**src/sv/assert_macros.svh**
```systemverilog
// Assertion macros included by the note tone generator core.
`ifndef ASSERT_MACROS_SVH
`define ASSERT_MACROS_SVH

// Check that a condition holds at every clock edge outside reset.
`define ASSERT_ALWAYS(label, clk, rst_n, cond, msg) \
    label: assert property (@(posedge clk) disable iff (!rst_n) (cond)) else $error(msg);

// Check that a consequent holds in the same cycle as its antecedent.
`define ASSERT_IMPLY(label, clk, rst_n, ante, cons, msg) \
    label: assert property (@(posedge clk) disable iff (!rst_n) (ante) |-> (cons)) \
        else $error(msg);

`endif

```
**src/sv/ntg_pkg.sv**
```systemverilog
// Package for the note tone generator: field codes, widths and the note ROMs.
`timescale 1ns / 1ps
`default_nettype none

package ntg_pkg;

    localparam int HALF_W  = 15;
    localparam int PER_W   = 10;
    localparam int BLK_W   = 11;
    localparam int DUR_W   = 16;
    localparam int FRAC_W  = 8;
    localparam int CYC_W   = 10;

    // Action codes carried on the input tuser bit.
    localparam logic ACT_START = 1'b0;
    localparam logic ACT_TICK  = 1'b1;

    // Accidental codes.
    localparam logic [1:0] ACC_NATURAL = 2'd0;
    localparam logic [1:0] ACC_FLAT    = 2'd1;
    localparam logic [1:0] ACC_SHARP   = 2'd2;

    localparam logic [2:0] PITCH_B = 3'd6;

    // floor(d / 50) as floor((d >> 1) * 20972 >> 19), exact for 16-bit d.
    localparam int          DIV25_SHIFT = 19;
    localparam logic [14:0] DIV25_MULT  = 15'd20972;

    // Octave-1 half period in microseconds, truncated: [pitch][accidental].
    localparam logic [HALF_W-1:0] HALF_ROM [7][3] = '{
        '{15'd15290, 15'd16199, 15'd14432},
        '{15'd13620, 15'd14430, 15'd12855},
        '{15'd12132, 15'd12854, 15'd11452},
        '{15'd11454, 15'd12135, 15'd10811},
        '{15'd10204, 15'd10810, 15'd9631},
        '{15'd9090,  15'd9631,  15'd8580},
        '{15'd8098,  15'd8580,  15'd7643}
    };

    // Octave-1 periods per 50 ms block with 8 fractional bits: [pitch][accidental].
    localparam logic [CYC_W-1:0] CYC_ROM [7][3] = '{
        '{10'd418, 10'd395, 10'd443},
        '{10'd469, 10'd443, 10'd497},
        '{10'd527, 10'd497, 10'd558},
        '{10'd558, 10'd527, 10'd591},
        '{10'd627, 10'd591, 10'd664},
        '{10'd704, 10'd664, 10'd745},
        '{10'd790, 10'd745, 10'd837}
    };

endpackage

`default_nettype wire

```
**src/sv/note_tone_generator_core.sv**
```systemverilog
// Each result beat is registered and presented in the cycle after its input beat is accepted.
// Throughput: one input beat per cycle while m_axis_tready is high; s_axis_tready
//   drops while a result beat waits in the output register.
// The note lookup, octave shift and divide by 50 all settle in the accept cycle.
// Reset: rst_n clears the tone state to idle, the pin low and the output valid.
`timescale 1ns / 1ps
`default_nettype none
`include "assert_macros.svh"

module note_tone_generator_core
    import ntg_pkg::*;
(
    input  wire logic        clk,
    input  wire logic        rst_n,
    input  wire logic        s_axis_tvalid,
    output logic             s_axis_tready,
    // pitch[2:0], accidental[4:3], octave[8:5], duration_ms[24:9], zero fill
    input  wire logic [31:0] s_axis_tdata,
    // action[0]
    input  wire logic [0:0]  s_axis_tuser,
    output logic             m_axis_tvalid,
    input  wire logic        m_axis_tready,
    // pin_level[0], busy_res[1], note_done[2], rejected[3], zero fill
    output logic [7:0]       m_axis_tdata
);

    logic [HALF_W-1:0] half_len_reg, half_len_next;
    logic [HALF_W-1:0] half_cnt_reg, half_cnt_next;
    logic              phase_reg, phase_next;
    logic [PER_W-1:0]  per_block_reg, per_block_next;
    logic [PER_W-1:0]  per_cnt_reg, per_cnt_next;
    logic [BLK_W-1:0]  blocks_reg, blocks_next;
    logic              active_reg, active_next;
    logic              out_valid_reg, out_valid_next;
    logic [3:0]        out_data_reg, out_data_next;

    logic              accept;
    logic              action;
    logic [2:0]        pitch;
    logic [1:0]        accidental;
    logic [3:0]        octave;
    logic [DUR_W-1:0]  duration_ms;

    logic [2:0]        pitch_sel;
    logic [1:0]        acc_sel;
    logic [2:0]        shift_k;
    logic [HALF_W-1:0] half_shifted;
    logic [HALF_W-1:0] half_new;
    logic [CYC_W+6:0]  cyc_shifted;
    logic [PER_W-1:0]  per_new;
    logic [29:0]       div_prod;
    logic [BLK_W-1:0]  blocks_new;
    logic              done;
    logic              rej;

    assign accept        = s_axis_tvalid && s_axis_tready;
    assign s_axis_tready = !out_valid_reg || m_axis_tready;
    assign m_axis_tvalid = out_valid_reg;
    assign m_axis_tdata  = {4'b0, out_data_reg};

    assign action      = s_axis_tuser[0];
    assign pitch       = s_axis_tdata[2:0];
    assign accidental  = s_axis_tdata[4:3];
    assign octave      = s_axis_tdata[8:5];
    assign duration_ms = s_axis_tdata[24:9];

    // Note setup: clamp the fields, look up the ROMs, scale by octave and divide the duration into 50 ms blocks.
    always_comb
    begin
        pitch_sel = (pitch > PITCH_B) ? PITCH_B : pitch;
        acc_sel   = (accidental == ACC_NATURAL || accidental == ACC_FLAT ||
                     accidental == ACC_SHARP) ? accidental : ACC_NATURAL;
        if (octave == 4'd0)
            shift_k = 3'd0;
        else if (octave > 4'd8)
            shift_k = 3'd7;
        else
            shift_k = 3'(octave - 4'd1);

        half_shifted = HALF_ROM[pitch_sel][acc_sel] >> shift_k;
        half_new     = (half_shifted == '0) ? HALF_W'(1) : half_shifted;

        cyc_shifted  = {7'b0, CYC_ROM[pitch_sel][acc_sel]} << shift_k;
        per_new      = PER_W'(cyc_shifted[CYC_W+6:FRAC_W]) + PER_W'(1);

        div_prod     = 30'(duration_ms[DUR_W-1:1]) * 30'(DIV25_MULT);
        blocks_new   = div_prod[DIV25_SHIFT+BLK_W-1:DIV25_SHIFT];
    end

    // Tone state update and result for the accepted beat.
    always_comb
    begin
        half_len_next  = half_len_reg;
        half_cnt_next  = half_cnt_reg;
        phase_next     = phase_reg;
        per_block_next = per_block_reg;
        per_cnt_next   = per_cnt_reg;
        blocks_next    = blocks_reg;
        active_next    = active_reg;
        done           = 1'b0;
        rej            = 1'b0;

        if (accept)
        begin
            if (action == ACT_START)
            begin
                if (active_reg)
                begin
                    rej = 1'b1;
                end
                else if (blocks_new == '0)
                begin
                    done = 1'b1;
                end
                else
                begin
                    half_len_next  = half_new;
                    per_block_next = per_new;
                    blocks_next    = blocks_new;
                    half_cnt_next  = '0;
                    per_cnt_next   = '0;
                    phase_next     = 1'b1;
                    active_next    = 1'b1;
                end
            end
            else if (active_reg)
            begin
                half_cnt_next = half_cnt_reg + HALF_W'(1);
                if (half_cnt_next >= half_len_reg)
                begin
                    half_cnt_next = '0;
                    if (phase_reg)
                    begin
                        phase_next = 1'b0;
                    end
                    else
                    begin
                        per_cnt_next = per_cnt_reg + PER_W'(1);
                        phase_next   = 1'b1;
                        if (per_cnt_next >= per_block_reg)
                        begin
                            // End of block: count it down, stop after the last.
                            per_cnt_next = '0;
                            blocks_next  = blocks_reg - BLK_W'(1);
                            if (blocks_next == '0)
                            begin
                                active_next = 1'b0;
                                done        = 1'b1;
                                phase_next  = 1'b0;
                            end
                        end
                    end
                end
            end
        end
    end

    // Output register: load on accept, drop when the beat is taken.
    always_comb
    begin
        out_data_next = out_data_reg;
        if (accept)
        begin
            out_valid_next = 1'b1;
            out_data_next  = {rej, done, active_next, phase_next};
        end
        else if (m_axis_tready)
        begin
            out_valid_next = 1'b0;
        end
        else
        begin
            out_valid_next = out_valid_reg;
        end
    end

    always_ff @(posedge clk or negedge rst_n)
    begin
        if (!rst_n)
        begin
            half_len_reg  <= '0;
            half_cnt_reg  <= '0;
            phase_reg     <= 1'b0;
            per_block_reg <= '0;
            per_cnt_reg   <= '0;
            blocks_reg    <= '0;
            active_reg    <= 1'b0;
            out_valid_reg <= 1'b0;
        end
        else
        begin
            half_len_reg  <= half_len_next;
            half_cnt_reg  <= half_cnt_next;
            phase_reg     <= phase_next;
            per_block_reg <= per_block_next;
            per_cnt_reg   <= per_cnt_next;
            blocks_reg    <= blocks_next;
            active_reg    <= active_next;
            out_valid_reg <= out_valid_next;
        end
    end

    always_ff @(posedge clk)
    begin
        out_data_reg <= out_data_next;
    end

    `ASSERT_IMPLY(a_rej_busy, clk, rst_n, out_valid_reg && out_data_reg[3],
        out_data_reg[1], "rejected result without busy")
    `ASSERT_IMPLY(a_done_idle, clk, rst_n, out_valid_reg && out_data_reg[2],
        !out_data_reg[1] && !out_data_reg[0], "note_done while busy or pin high")
    `ASSERT_IMPLY(a_active_len, clk, rst_n, active_reg,
        half_len_reg != '0 && blocks_reg != '0, "active note with zero length")
    `ASSERT_IMPLY(a_idle_pin, clk, rst_n, !active_reg, !phase_reg,
        "pin high while idle")

endmodule

`default_nettype wire
```
**config.mk**
```make
export PLATFORM = sky130hd
export DESIGN_NAME = note_tone_generator_core
export DESIGN_NICKNAME = d
export VERILOG_FILES = /design/src/sv/ntg_pkg.sv /design/src/sv/note_tone_generator_core.sv
export VERILOG_INCLUDE_DIRS = /design/src /design/src/sv
export SDC_FILE = /design/constraint.sdc
export NUM_CORES = 1
export LEC_CHECK = 0
export ABC_AREA = 1
export BUFFER_PORTS_ARGS = -buffer_cell sky130_fd_sc_hd__buf_4
export CAP_MARGIN = 20
export CORE_MARGIN = 8
export CORE_UTILIZATION = 55
export DETAILED_ROUTE_END_ITERATION = 8
export HOLD_SLACK_MARGIN = 0.05
export PLACE_DENSITY = 0.71
export RECOVER_POWER = 25
export SLEW_MARGIN = 5
export SYNTH_ARGS = -nofsm -noshare
export SYNTH_HDL_FRONTEND = slang
export SYNTH_SLANG_ARGS = --single-unit
```
**constraint.sdc**
```tcl
create_clock -name clk -period 3.2 [get_ports clk]
set_input_delay 0.16 -clock clk [delete_from_list [all_inputs] [get_ports clk]]
set_output_delay 0.16 -clock clk [all_outputs]
set_load 0.05 [all_outputs]
```
==> impl_results.md, run 1 <==
* Status: complete, but fails checks
* Failing checks: capacitance limit, slew limit, setup timing
* Dpl ws at -1870 ps
* Initial DRC count at 414
* Pleak at 6.73 nW
* Final #Nets at 1836
* Die Height at about 150 um
* Final Slew Violations at 64
* FFs w/ async S/R, synth at 0.940
* N_diodes at 0
* Least-Margin Pin Slew at between 1500 and 2000 ps
* CTS Buf Count at 9
* Max transition margin at -0.0376
* Int Pwr at approximately 0.0050 W
* CP Capture Type: flip-flop
* Initial antenna violation count at 0
* I/O pin count at 47
* Worst VDD drop at 0.585 mV
* Total track usage at 0.221
* Level count of the clock H-tree at 3
* Via count at roughly 9.5k
* Comb pwr share at 0.783
* GR Overflow Total at 0
* Critical Path RT at 3470 ps
* Worst-Skew Late Latency at about 340 ps
* Sequential power share at 0.111
* Number of max-cap violations at 1
* Worst Hold Class: in2reg
* Syn_area_per_cell at 6.92 um^2
* Ratio of cells with drive above 1 in the final layout at 0.181
* Die ar. at around 0.023 mm^2
* Yosys reg bits at 67
* Clock share of power at 0.107
* Bufs on Longest Clock Path at 2
* Reg2Reg Setup Slack at -240 ps
* Fin. Hold Viols at 0
* Cells after Synth at around 1.5k
* Arrival @ worst endpoint at just under 5000 ps
* Final ANT Viol Nets at 0
* Synth Warn # at 0
* Most frequently used flop master after synthesis: dfrtp_1
* Chip width at ~150 um
* First-pass GRT wire length at 44.2 mm
* Post-Syn Area at 0.0101 mm^2
* RSZ-0062 raised after global routing: yes
* Commonest non-fill, non-tap cell in the layout: nand2_1
* P&R area growth vs syn at 20.5%
* Worst Path Max Fanout at 8
* Clk Tree Root Cell: clkbuf_16
* Final setup fails at between 60 and 70
* Final Critical Period at ~4600 ps
* Fin crit share at 1.43
* Distinct cell type count after synthesis at 49
* Max FFs per register at 15
* Most frequent cells in the layout: nand2_1, inv_1, nand3_1
* Largest net degree at the start of global routing at 64
* Clock Skew at 7.27 ps
* Final WL at 25.4 mm
* Starting Density at 0.563
* Vias/cell at 5.21
* Cell Count, Final, Fillers Out at 1827
* Dpl cells at 1800
* Routed len/inst at about 14 um
* Power per Cell Area at 819 mW/mm^2
* Sequential area share after synthesis at 0.167
* Clk slew on worst S/H paths at 50 ps
* EDFF count, synth at 4
* FMAX at 219 MHz
* Psw at around 0.005 W
* DPL Wire Length at between 20 and 25 mm
* Worst Setup Start Kind: input port
* Core box area at 0.0180 mm^2
* RePlAce Congestion at roughly 0.93
* Vias in the first global route at 9482
* Fin worst setup slack at -1370 ps
* Switching share of total power at 0.497
* Pre-antenna DRT Iters at 7
* CTS tree: yes
* Sink Count at 67
* I/O Buffers at 34
* Remaining DRCs at 0
* Row cnt at 49
* Crit path kind: in2reg
-- worst max-delay path, stage by stage --
cell and delay (ps):
buf_8 110, fa_1 460, ha_1 290, inv_1 50
fa_1 550, inv_2 50, fa_1 490, inv_1 50
fa_1 490, inv_2 40, ha_4 240, a21oi_2 150
inv_1 50, nor2_1 180, nor2_1 70, nor2_1 220
nand4_1 160, nand2_1 100, nand2_1 60, nor2_2 150
nand3_4 100, nand2_4 110, nand2_8 90, buf_12 180
nand2_8 80, nand2_1 80, nand2_1 70
-- Yosys cell counts, types with 3 or more instances --
| library cell | instances | area, um^2 |
|---|---|---|
| o21bai_1 | 6 | 45.0 |
| buf_2 | 10 | 50.1 |
| a31oi_1 | 7 | 43.8 |
| nor2_2 | 9 | 56.3 |
| nand4_1 | 29 | 181 |
| xnor2_1 | 3 | 26.3 |
| nand2_2 | 20 | 125 |
| inv_1 | 264 | 991 |
| nor2_1 | 106 | 398 |
| fa_1 | 69 | 1380 |
| o21ai_1 | 14 | 70.1 |
| ha_1 | 137 | 1710 |
| nor4_1 | 3 | 18.8 |
| dfrtp_1 | 63 | 1580 |
| nand3_2 | 3 | 30.0 |
| nor3_1 | 9 | 45.0 |
| nand2_1 | 390 | 1460 |
| clkbuf_1 | 12 | 45.0 |
| xor2_1 | 22 | 193 |
| edfxtp_1 | 4 | 120 |
| a21oi_1 | 40 | 200 |
| nand3b_1 | 4 | 30.0 |
| o211ai_1 | 5 | 37.5 |
| nand3_1 | 137 | 686 |
| buf_4 | 6 | 45.0 |
| inv_2 | 8 | 30.0 |
| buf_6 | 4 | 45.0 |
| o21ai_0 | 55 | 275 |
-- power groups by stage --
stage / Combinational (W) / Sequential [W] / Clock (W)
after floorplan: 0.00505 / 0.00110 / 0
after global placement: 0.00721 / 0.00110 / 0
after detailed placement: 0.00733 / 0.00111 / 0
after CTS: 0.00755 / 0.00110 / 0.00109
after global routing: 0.00882 / 0.00112 / 0.00112
final: 0.00784 / 0.00111 / 0.00107
-- final timing paths --
check | start | endpoint | depth (start not counted)
setup reg to reg | half_cnt_reg[0]$_DFFE_PN0P_ | blocks_reg[8]$_DFFE_PN0P_ | 20
hold reg to reg | blocks_reg[9]$_DFFE_PN0P_ | blocks_reg[9]$_DFFE_PN0P_ | 2
setup / recovery | s_axis_tdata[23] | half_cnt_reg[12]$_DFFE_PN0P_ | 27
max in group asynchronous | rst_n | half_len_reg[12]$_DFFE_PN0P_ | 2
min in group asynchronous | rst_n | blocks_reg[5]$_DFFE_PN0P_ | 2
hold / removal | m_axis_tready | m_axis_tvalid$_DFFE_PN0P_ | 4
-- stage by stage --
stage	setup TNS, ps	hold slack, ps	utilization	total power (W)	cell area [um^2]
5_1_grt	-100730	130	0.679	0.0111	12200
3_3_place_gp	-114530	295	0.637	0.00831	11500
3_5_place_dp	-115400	299	0.637	0.00844	11500
2_1_floorplan	-69180	-136	-	0.00615	10400
6_report	-85740	110	0.679	0.0100	12200
4_1_cts	-80220	95.5	0.669	0.00974	12100
-- cell type report --
cell class	instances	area (um^2)
Sequential cell	67	1700
Tap cell	229	287
Timing Repair Buffer	146	1170
Multi-Input combinational cell	1095	7720
Inverter	274	1040
Clock buffer	9	225
Clock inverter	7	100
Fill cell	1601	5790
-- logic make-up (layout without fill, tap and decap cells) --
kind of cell	count (synthesis)	after routing	synth area share
DFF	67	67	0.167
xor gates and xnor gates	25	25	0.0216
AOI/OAI and AO/OA	138	138	0.0753
other	1	4	0.000370
muxes	1	1	0.000986
and+or+nand+nor	719	721	0.307
buffers and inverters	309	436	0.122
adders and majority gates	206	206	0.305
-- per-layer routing --
metal  vias up  GRT usage  share of wire
met1      4397      0.304           0.48
met4         0     0.0570          0.017
met5         -          0              0
li1       4902          -              -
met3        34     0.0209          0.033
met2       185      0.367           0.47
-- what timing repair did --
action	CTS	global route
endpoints found under the setup margin	65	65
buffers inserted	5	2
endpoints found under the hold margin	63	0
pin swaps	9	22
hold buffers	1	0
gates resized for setup	50	45
gates cloned	2	1
Note: power is estimated with default switching activity, not from simulation.
==> inputs of run 2 (changes only) <==
==> constraint.sdc (replaced) <==
create_clock -name clk -period 3.2 [get_ports clk]
set_input_delay 0.32 -clock clk [delete_from_list [all_inputs] [get_ports clk]]
set_output_delay 0.32 -clock clk [all_outputs]
set_load 0.05 [all_outputs]
==> run 2 against run 1 <==
The flow still finishes with violations (capacitance limit, slew limit, setup timing); register-to-register slack better by 100 ps; fmax is 3.9% lower; count of clock-buffer cells in the layout is 2 higher; cell count is 0.16% higher; wire length is 0.22% higher; flip-flop and latch count stayed put; total power is 0.43% lower; final area is 1.1% higher; clock power is 12% lower; die area stayed put; critical path depth is 1 lower; critical path type unchanged; critical endpoint is now half_cnt_reg[7]$_DFFE_PN0P_; largest cell class unchanged.
==> impl_results.md, run 2 (synthesized netlist as in run 1, its figures left out) <==
* Status: complete, but fails checks
* Failing checks: capacitance limit, slew limit, setup timing
* Reg2Reg Setup Slack at -140 ps (+100 ps)
* Final Slew Violations at 64 (unchanged)
* Fin worst setup slack at -1560 ps (-183 ps)
* Row cnt at 49 (unchanged)
* Hold-critical path depth at 4 (unchanged)
* Bufs on Longest Clock Path at 2 (unchanged)
* Final ANT Viol Nets at 0 (unchanged)
* Post-route design area at 0.0124 mm^2 (+1.1%)
* Final Critical Period at 4760 ps (+183 ps)
* Most frequent CP cell: nand2_1
* Fin. Hold Viols at 0 (unchanged)
* RSZ-0062 raised after global routing: yes
* Sink Count at 67 (unchanged)
* Worst Setup Start Kind: input port
* Final setup fails at 65 (unchanged)
* FMAX at 210 MHz (-3.9%)
* Power per Cell Area at 807 mW/mm^2 (-1.5%)
* Worst VDD drop at 0.660 mV (+13%)
* Crit-path leading delay family: adder cells
* Dpl ws at -2080 ps (-207 ps)
* Starting Density at 0.563 (unchanged)
* DPL Wire Length at 20.8 mm (+0.73%)
* Hold EP: m_axis_tvalid$_DFFE_PN0P_
* Routed len/inst at 13.9 um (about the same)
* Worst Path Max Fanout at 9 (+1)
* Clk Tree Root Cell: clkbuf_16
* Area after DPL at 0.0115 mm^2 (+0.20%)
* Clock Skew at 6.36 ps (-0.914 ps)
* Largest net degree at the start of global routing at 64 (unchanged)
* Total track usage at 0.214 (-0.00723)
* CP max stage cell: fa_1
* N_diodes at 0 (unchanged)
* Vias/cell at 5.24 (+0.64%)
* Initial antenna violation count at 0 (unchanged)
* RePlAce Congestion at 0.944 (+1.7%)
* Final #Nets at 1839 (+0.16%)
* Via count at 9595 (+0.81%)
* Clk slew on worst S/H paths at 60 ps (about the same)
* Worst-Skew Late Latency at 330 ps (about the same)
* Initial DRC count at 532 (+29%)
* Core box area at 0.0180 mm^2 (unchanged)
* Die Height at 152 um (unchanged)
* Worst Hold Class: in2reg
* Die ar. at 0.0231 mm^2 (unchanged)
* RR Endpoint: blocks_reg[10]$_DFFE_PN0P_
* Chip width at 152 um (unchanged)
* Commonest non-fill, non-tap cell in the layout: nand2_1
* Most frequent cells in the layout: nand2_1, inv_1, buf_4
* P&R area growth vs syn at 21.8%
* GR Overflow Total at 0 (unchanged)
* Critical hold path startpoint: m_axis_tready
* R2R cell count at 20 (unchanged)
* Number of max-cap violations at 1 (unchanged)
* Level count of the clock H-tree at 3 (unchanged)
* PnR Total Power at 0.00997 W (-0.43%)
* Max FFs per register at 15 (unchanged)
* FF-to-FF Start: half_cnt_reg[0]$_DFFE_PN0P_
* CTS Hold Bufs at 0 (-1)
* Buf/Inv on CP at 5 (-2)
* Ratio of cells with drive above 1 in the final layout at 0.197 (+0.0153)
* Least-Margin Pin Slew at 1590 ps (+29.3 ps)
* Crit path kind: in2reg
* First-pass GRT wire length at 42.8 mm (-3.2%)
* Fin crit share at 1.49 (+0.0573)
* CP Capture Type: flip-flop
* Vias in the first global route at 9257 (-2.4%)
* Pleak at 6.73 nW (+0.12%)
* Crit path from: s_axis_tdata[19]
* Remaining DRCs at 0 (unchanged)
* Final WL at 25.4 mm (+0.22%)
* Max stage delay on crit path at 590 ps (+40 ps)
* Arrival @ worst endpoint at 5020 ps (+180 ps)
* Pre-antenna DRT Iters at 5 (-2)
* Critical Path RT at 3460 ps (about the same)
* I/O Buffers at 34 (unchanged)
* CTS Buf Count at 9 (unchanged)
* Worst hold slack at 278 ps (+168 ps)
* CTS tree: yes
* Sum Neg Setup Slack at -96990 ps (-11250 ps)
* Max transition margin at -0.0571 (-0.0195)
* I/O pin count at 47 (unchanged)
==> run 2: how the worst max path moves through the flow <==
stage	endpoint	slack, ps	cells past startpoint
6_report	half_cnt_reg[7]$_DFFE_PN0P_	-1560	26
5_1_grt	half_cnt_reg[7]$_DFFE_PN0P_	-1800	28
4_1_cts	half_cnt_reg[3]$_DFFE_PN0P_	-1440	25
2_1_floorplan	half_cnt_reg[3]$_DFFE_PN0P_	-1310	29
3_3_place_gp	half_cnt_reg[4]$_DFFE_PN0P_	-2030	25
3_5_place_dp	half_cnt_reg[12]$_DFFE_PN0P_	-2080	25
==> run 2: area by class of cell <==
cell class	count	area, um^2
fill	1573	5660
clock buffer	11	253
sequential	67	1700
timing repair buffer	149	1240
inverter	274	1040
tap	229	287
multi-input combinational	1095	7820
clock inverter	5	36.3
==> run 2: through the flow <==
step	util	cells
4_1_cts	0.671	1828
3_5_place_dp	0.638	1803
5_1_grt	0.686	1830
3_3_place_gp	0.638	1803
6_report	0.686	1830
2_1_floorplan	-	1469
==> run 2: routing by layer <==
metal	global-route usage	vias to the layer above	routed length, um
met2	0.353	236	12000
met1	0.295	4411	12100
li1	-	4918	-
met4	0.0575	0	388
met3	0.0200	30	949
met5	0	-	0
==> run 2: power by group <==
| group | leakage, nW | total, W | switching [W] | internal (W) |
|---|---|---|---|---|
| clock | 0.134 | 0.000941 | 0.000373 | 0.000567 |
| sequential | 0.859 | 0.00110 | 0.000104 | 0.000998 |
| combinational | 5.74 | 0.00793 | 0.00453 | 0.00340 |
| total | 6.73 | 0.00997 | 0.00500 | 0.00497 |
==> run 2: repair_timing <==
action | in CTS | in global routing
gates resized for setup | 48 | 62
pin swaps | 14 | 16
gates cloned | 2 | 2
setup buffers | 7 | 0
hold endpoints to repair | 0 | 0
endpoints found under the setup margin | 65 | 65
==> run 2: worst min-delay path, delay by kind of cell <==
kind                   cells  cell delay [ps]
and+or+nand+nor            2              140
buffers and inverters      2              110
==> inputs of run 3 (changes only) <==
GPL_TIMING_DRIVEN = 0   (was unset)
==> run 3 against run 2 <==
Sequential power is essentially flat; count of clock-buffer cells in the layout fell by 2; largest power group unchanged; the flow still finishes with violations (capacitance limit, slew limit, setup timing); clock power fell by 2%; first-iteration DRC count shrank 4.5%; critical path depth unchanged.
==> impl_results.md, run 3 (synthesized netlist as in run 1, its figures left out) <==
* Status: complete, but fails checks
* Failing checks: capacitance limit, slew limit, setup timing
* Level count of the clock H-tree at 3 (unchanged)
* PnR Total Power at 0.00946 W (-5.1%)
* Fin crit share at 1.49 (+0.00728)
* Max stage delay on crit path at 520 ps (-70 ps)
* Clk slew on worst S/H paths at 60 ps (about the same)
* CTS tree: yes
* Die Height at 152 um (unchanged)
* Hold-critical path depth at 4 (unchanged)
* Worst Path Max Fanout at 7 (-2)
* Sink Count at 67 (unchanged)
* Starting Density at 0.563 (unchanged)
* Vias/cell at 5.32 (+1.6%)
* Sequential power share at 0.118 (+0.007)
* RSZ-0062 raised after global routing: yes
* Clock Skew at 10.5 ps (+4.13 ps)
* I/O Buffers at 34 (unchanged)
* WP depth at 26 (unchanged)
* Initial antenna violation count at 0 (unchanged)
* Buf/Inv on CP at 7 (+2)
* DPL Wire Length at 19.9 mm (-4.4%)
* Max FFs per register at 15 (unchanged)
* Worst-Skew Late Latency at 340 ps (about the same)
* First-pass GRT wire length at 42.1 mm (-1.7%)
* Arrival @ worst endpoint at 4860 ps (-160 ps)
* Ratio of cells with drive above 1 in the final layout at 0.187 (-0.00961)
* Comb pwr share at 0.784 (-0.011)
* Worst Setup Start Kind: input port
* Core box area at 0.0180 mm^2 (unchanged)
* Routed len/inst at 14.4 um (+3.3%)
* FMAX at 209 MHz (-0.49%)
* CTS Buf Count at 9 (unchanged)
* Initial DRC count at 508 (-4.5%)
* Via count at 9499 (-1.0%)
* CP max stage cell: fa_1
* Chip width at 152 um (unchanged)
* R2R cell count at 21 (+5.0%)
* Pre-antenna DRT Iters at 5 (unchanged)
* Clk Tree Root Cell: clkbuf_16
* Fin worst setup slack at -1580 ps (-23.3 ps)
* Fill count at 1595 (+1.4%)
* Largest net degree at the start of global routing at 64 (unchanged)
* Critical Path RT at 3280 ps (-180 ps)
* Most frequent cells in the layout: nand2_1, inv_1, ha_1
* Remaining DRCs at 0 (unchanged)
* Power per Cell Area at 772 mW/mm^2 (-4.2%)
* Final Critical Period at 4780 ps (+23.3 ps)
* Number of max-cap violations at 1 (unchanged)
* Commonest non-fill, non-tap cell in the layout: nand2_1
* N_diodes at 0 (unchanged)
* Clock share of power at 0.098 (+0.004)
* Sum Neg Setup Slack at -98350 ps (-1360 ps)
* Die ar. at 0.0231 mm^2 (unchanged)
* Final WL at 25.6 mm (+0.69%)
* RePlAce Congestion at 0.926 (-1.9%)
* Least-Margin Pin Slew at 1590 ps (+4.33 ps)
* Int Pwr at 0.00455 W (-8.4%)
* Final setup fails at 65 (unchanged)
* I/O pin count at 47 (unchanged)
* Final Slew Violations at 64 (unchanged)
* Psw at 0.00491 W (-1.9%)
* Crit path kind: in2reg
* CTS Hold Bufs at 0 (unchanged)
* Worst Hold Class: in2reg
* Bufs on Longest Clock Path at 2 (unchanged)
* GR Overflow Total at 0 (unchanged)
* P&R area growth vs syn at 20.6%
* Total track usage at 0.213 (-0.00149)
* Switching share of total power at 0.519 (+0.0171)
* Final ANT Viol Nets at 0 (unchanged)
* Fin. Hold Viols at 0 (unchanged)
* Vias in the first global route at 8916 (-3.7%)
* Final #Nets at 1793 (-2.5%)
* Worst VDD drop at 0.572 mV (-13%)
* Row cnt at 49 (unchanged)
* Pleak at 6.56 nW (-2.6%)
* Max transition margin at -0.0600 (-0.00289)
* Crit-path leading delay family: adder cells
* CP Capture Type: flip-flop
## run 3: cell types whose count changed in the layout (fill, tap and decap cells not counted), sizes merged
cell,before,now
buf,146,87
clkbuf,14,25
clkinv,3,6
clkinvlp,3,2
inv,273,274
nand2,413,412
## run 3: metal layers
metal / share of wire / global-route usage
met1: 0.48 / 0.298
met2: 0.48 / 0.345
met3: 0.031 / 0.0172
met4: 0.012 / 0.0589
met5: 0 / 0
## run 3: area by class of cell
| type | instances | area (um^2) | area share |
|---|---|---|---|
| Buffer | 35 | 269 | 0.0220 |
| Clock buffer | 9 | 225 | 0.0184 |
| Clock inverter | 7 | 52.6 | 0.00429 |
| Inverter | 274 | 1040 | 0.0849 |
| Multi-Input combinational cell | 1094 | 7930 | 0.648 |
| Sequential cell | 67 | 1700 | 0.139 |
| Tap cell | 229 | 287 | 0.0234 |
| Timing Repair Buffer | 68 | 738 | 0.0603 |
| Timing Repair inverter | 1 | 6.26 | 0.000511 |
## run 3: final timing paths
kind	from	slack (ps)	endpoint
max	s_axis_tdata[22]	-1580	out_data_reg[1]$_DFFE_PP_
min	m_axis_tready	270	m_axis_tvalid$_DFFE_PN0P_
max reg2reg	half_cnt_reg[0]$_DFFE_PN0P_	-210	per_cnt_reg[1]$_DFFE_PN0P_
min reg2reg	per_block_reg[9]$_DFFE_PN0P_	480	per_block_reg[9]$_DFFE_PN0P_
max in group asynchronous	rst_n	1860	half_cnt_reg[12]$_DFFE_PN0P_
min in group asynchronous	rst_n	360	m_axis_tvalid$_DFFE_PN0P_
## run 3: power by group through the flow
stage          Combinational (W)  Clock (W)  Sequential [W]
2_1_floorplan            0.00505          0         0.00110
3_3_place_gp             0.00632          0         0.00111
3_5_place_dp             0.00640          0         0.00111
4_1_cts                  0.00693   0.000934         0.00110
5_1_grt                  0.00837   0.000967         0.00113
6_report                 0.00742   0.000926         0.00111
## run 3: through the flow
| step | setup slack, ps | util | instance area (um^2) | hold WS, ps | instances |
|---|---|---|---|---|---|
| after floorplan | -1310 | - | 10400 | 24.4 | 1469 |
| after global placement | -2030 | 0.606 | 10900 | 452 | 1732 |
| after detailed placement | -2060 | 0.606 | 10900 | 458 | 1732 |
| after CTS | -1590 | 0.655 | 11800 | 107 | 1770 |
| after global routing | -1840 | 0.679 | 12200 | 300 | 1784 |
| final | -1580 | 0.679 | 12200 | 269 | 1784 |
## run 3: what timing repair did
| item | in CTS | in global routing |
|---|---|---|
| pin swaps | 44 | 32 |
| gates cloned | 6 | 7 |
| setup endpoints to repair | 65 | 65 |
| buffers inserted | 16 | 9 |
| gates resized for setup | 73 | 103 |
| endpoints found under the hold margin | 0 | 0 |
## run 3: worst min-delay path, cell delays in order
cell and delay, ps:
buf_4 70, inv_1 30, nand2_1 80, nand2_1 60
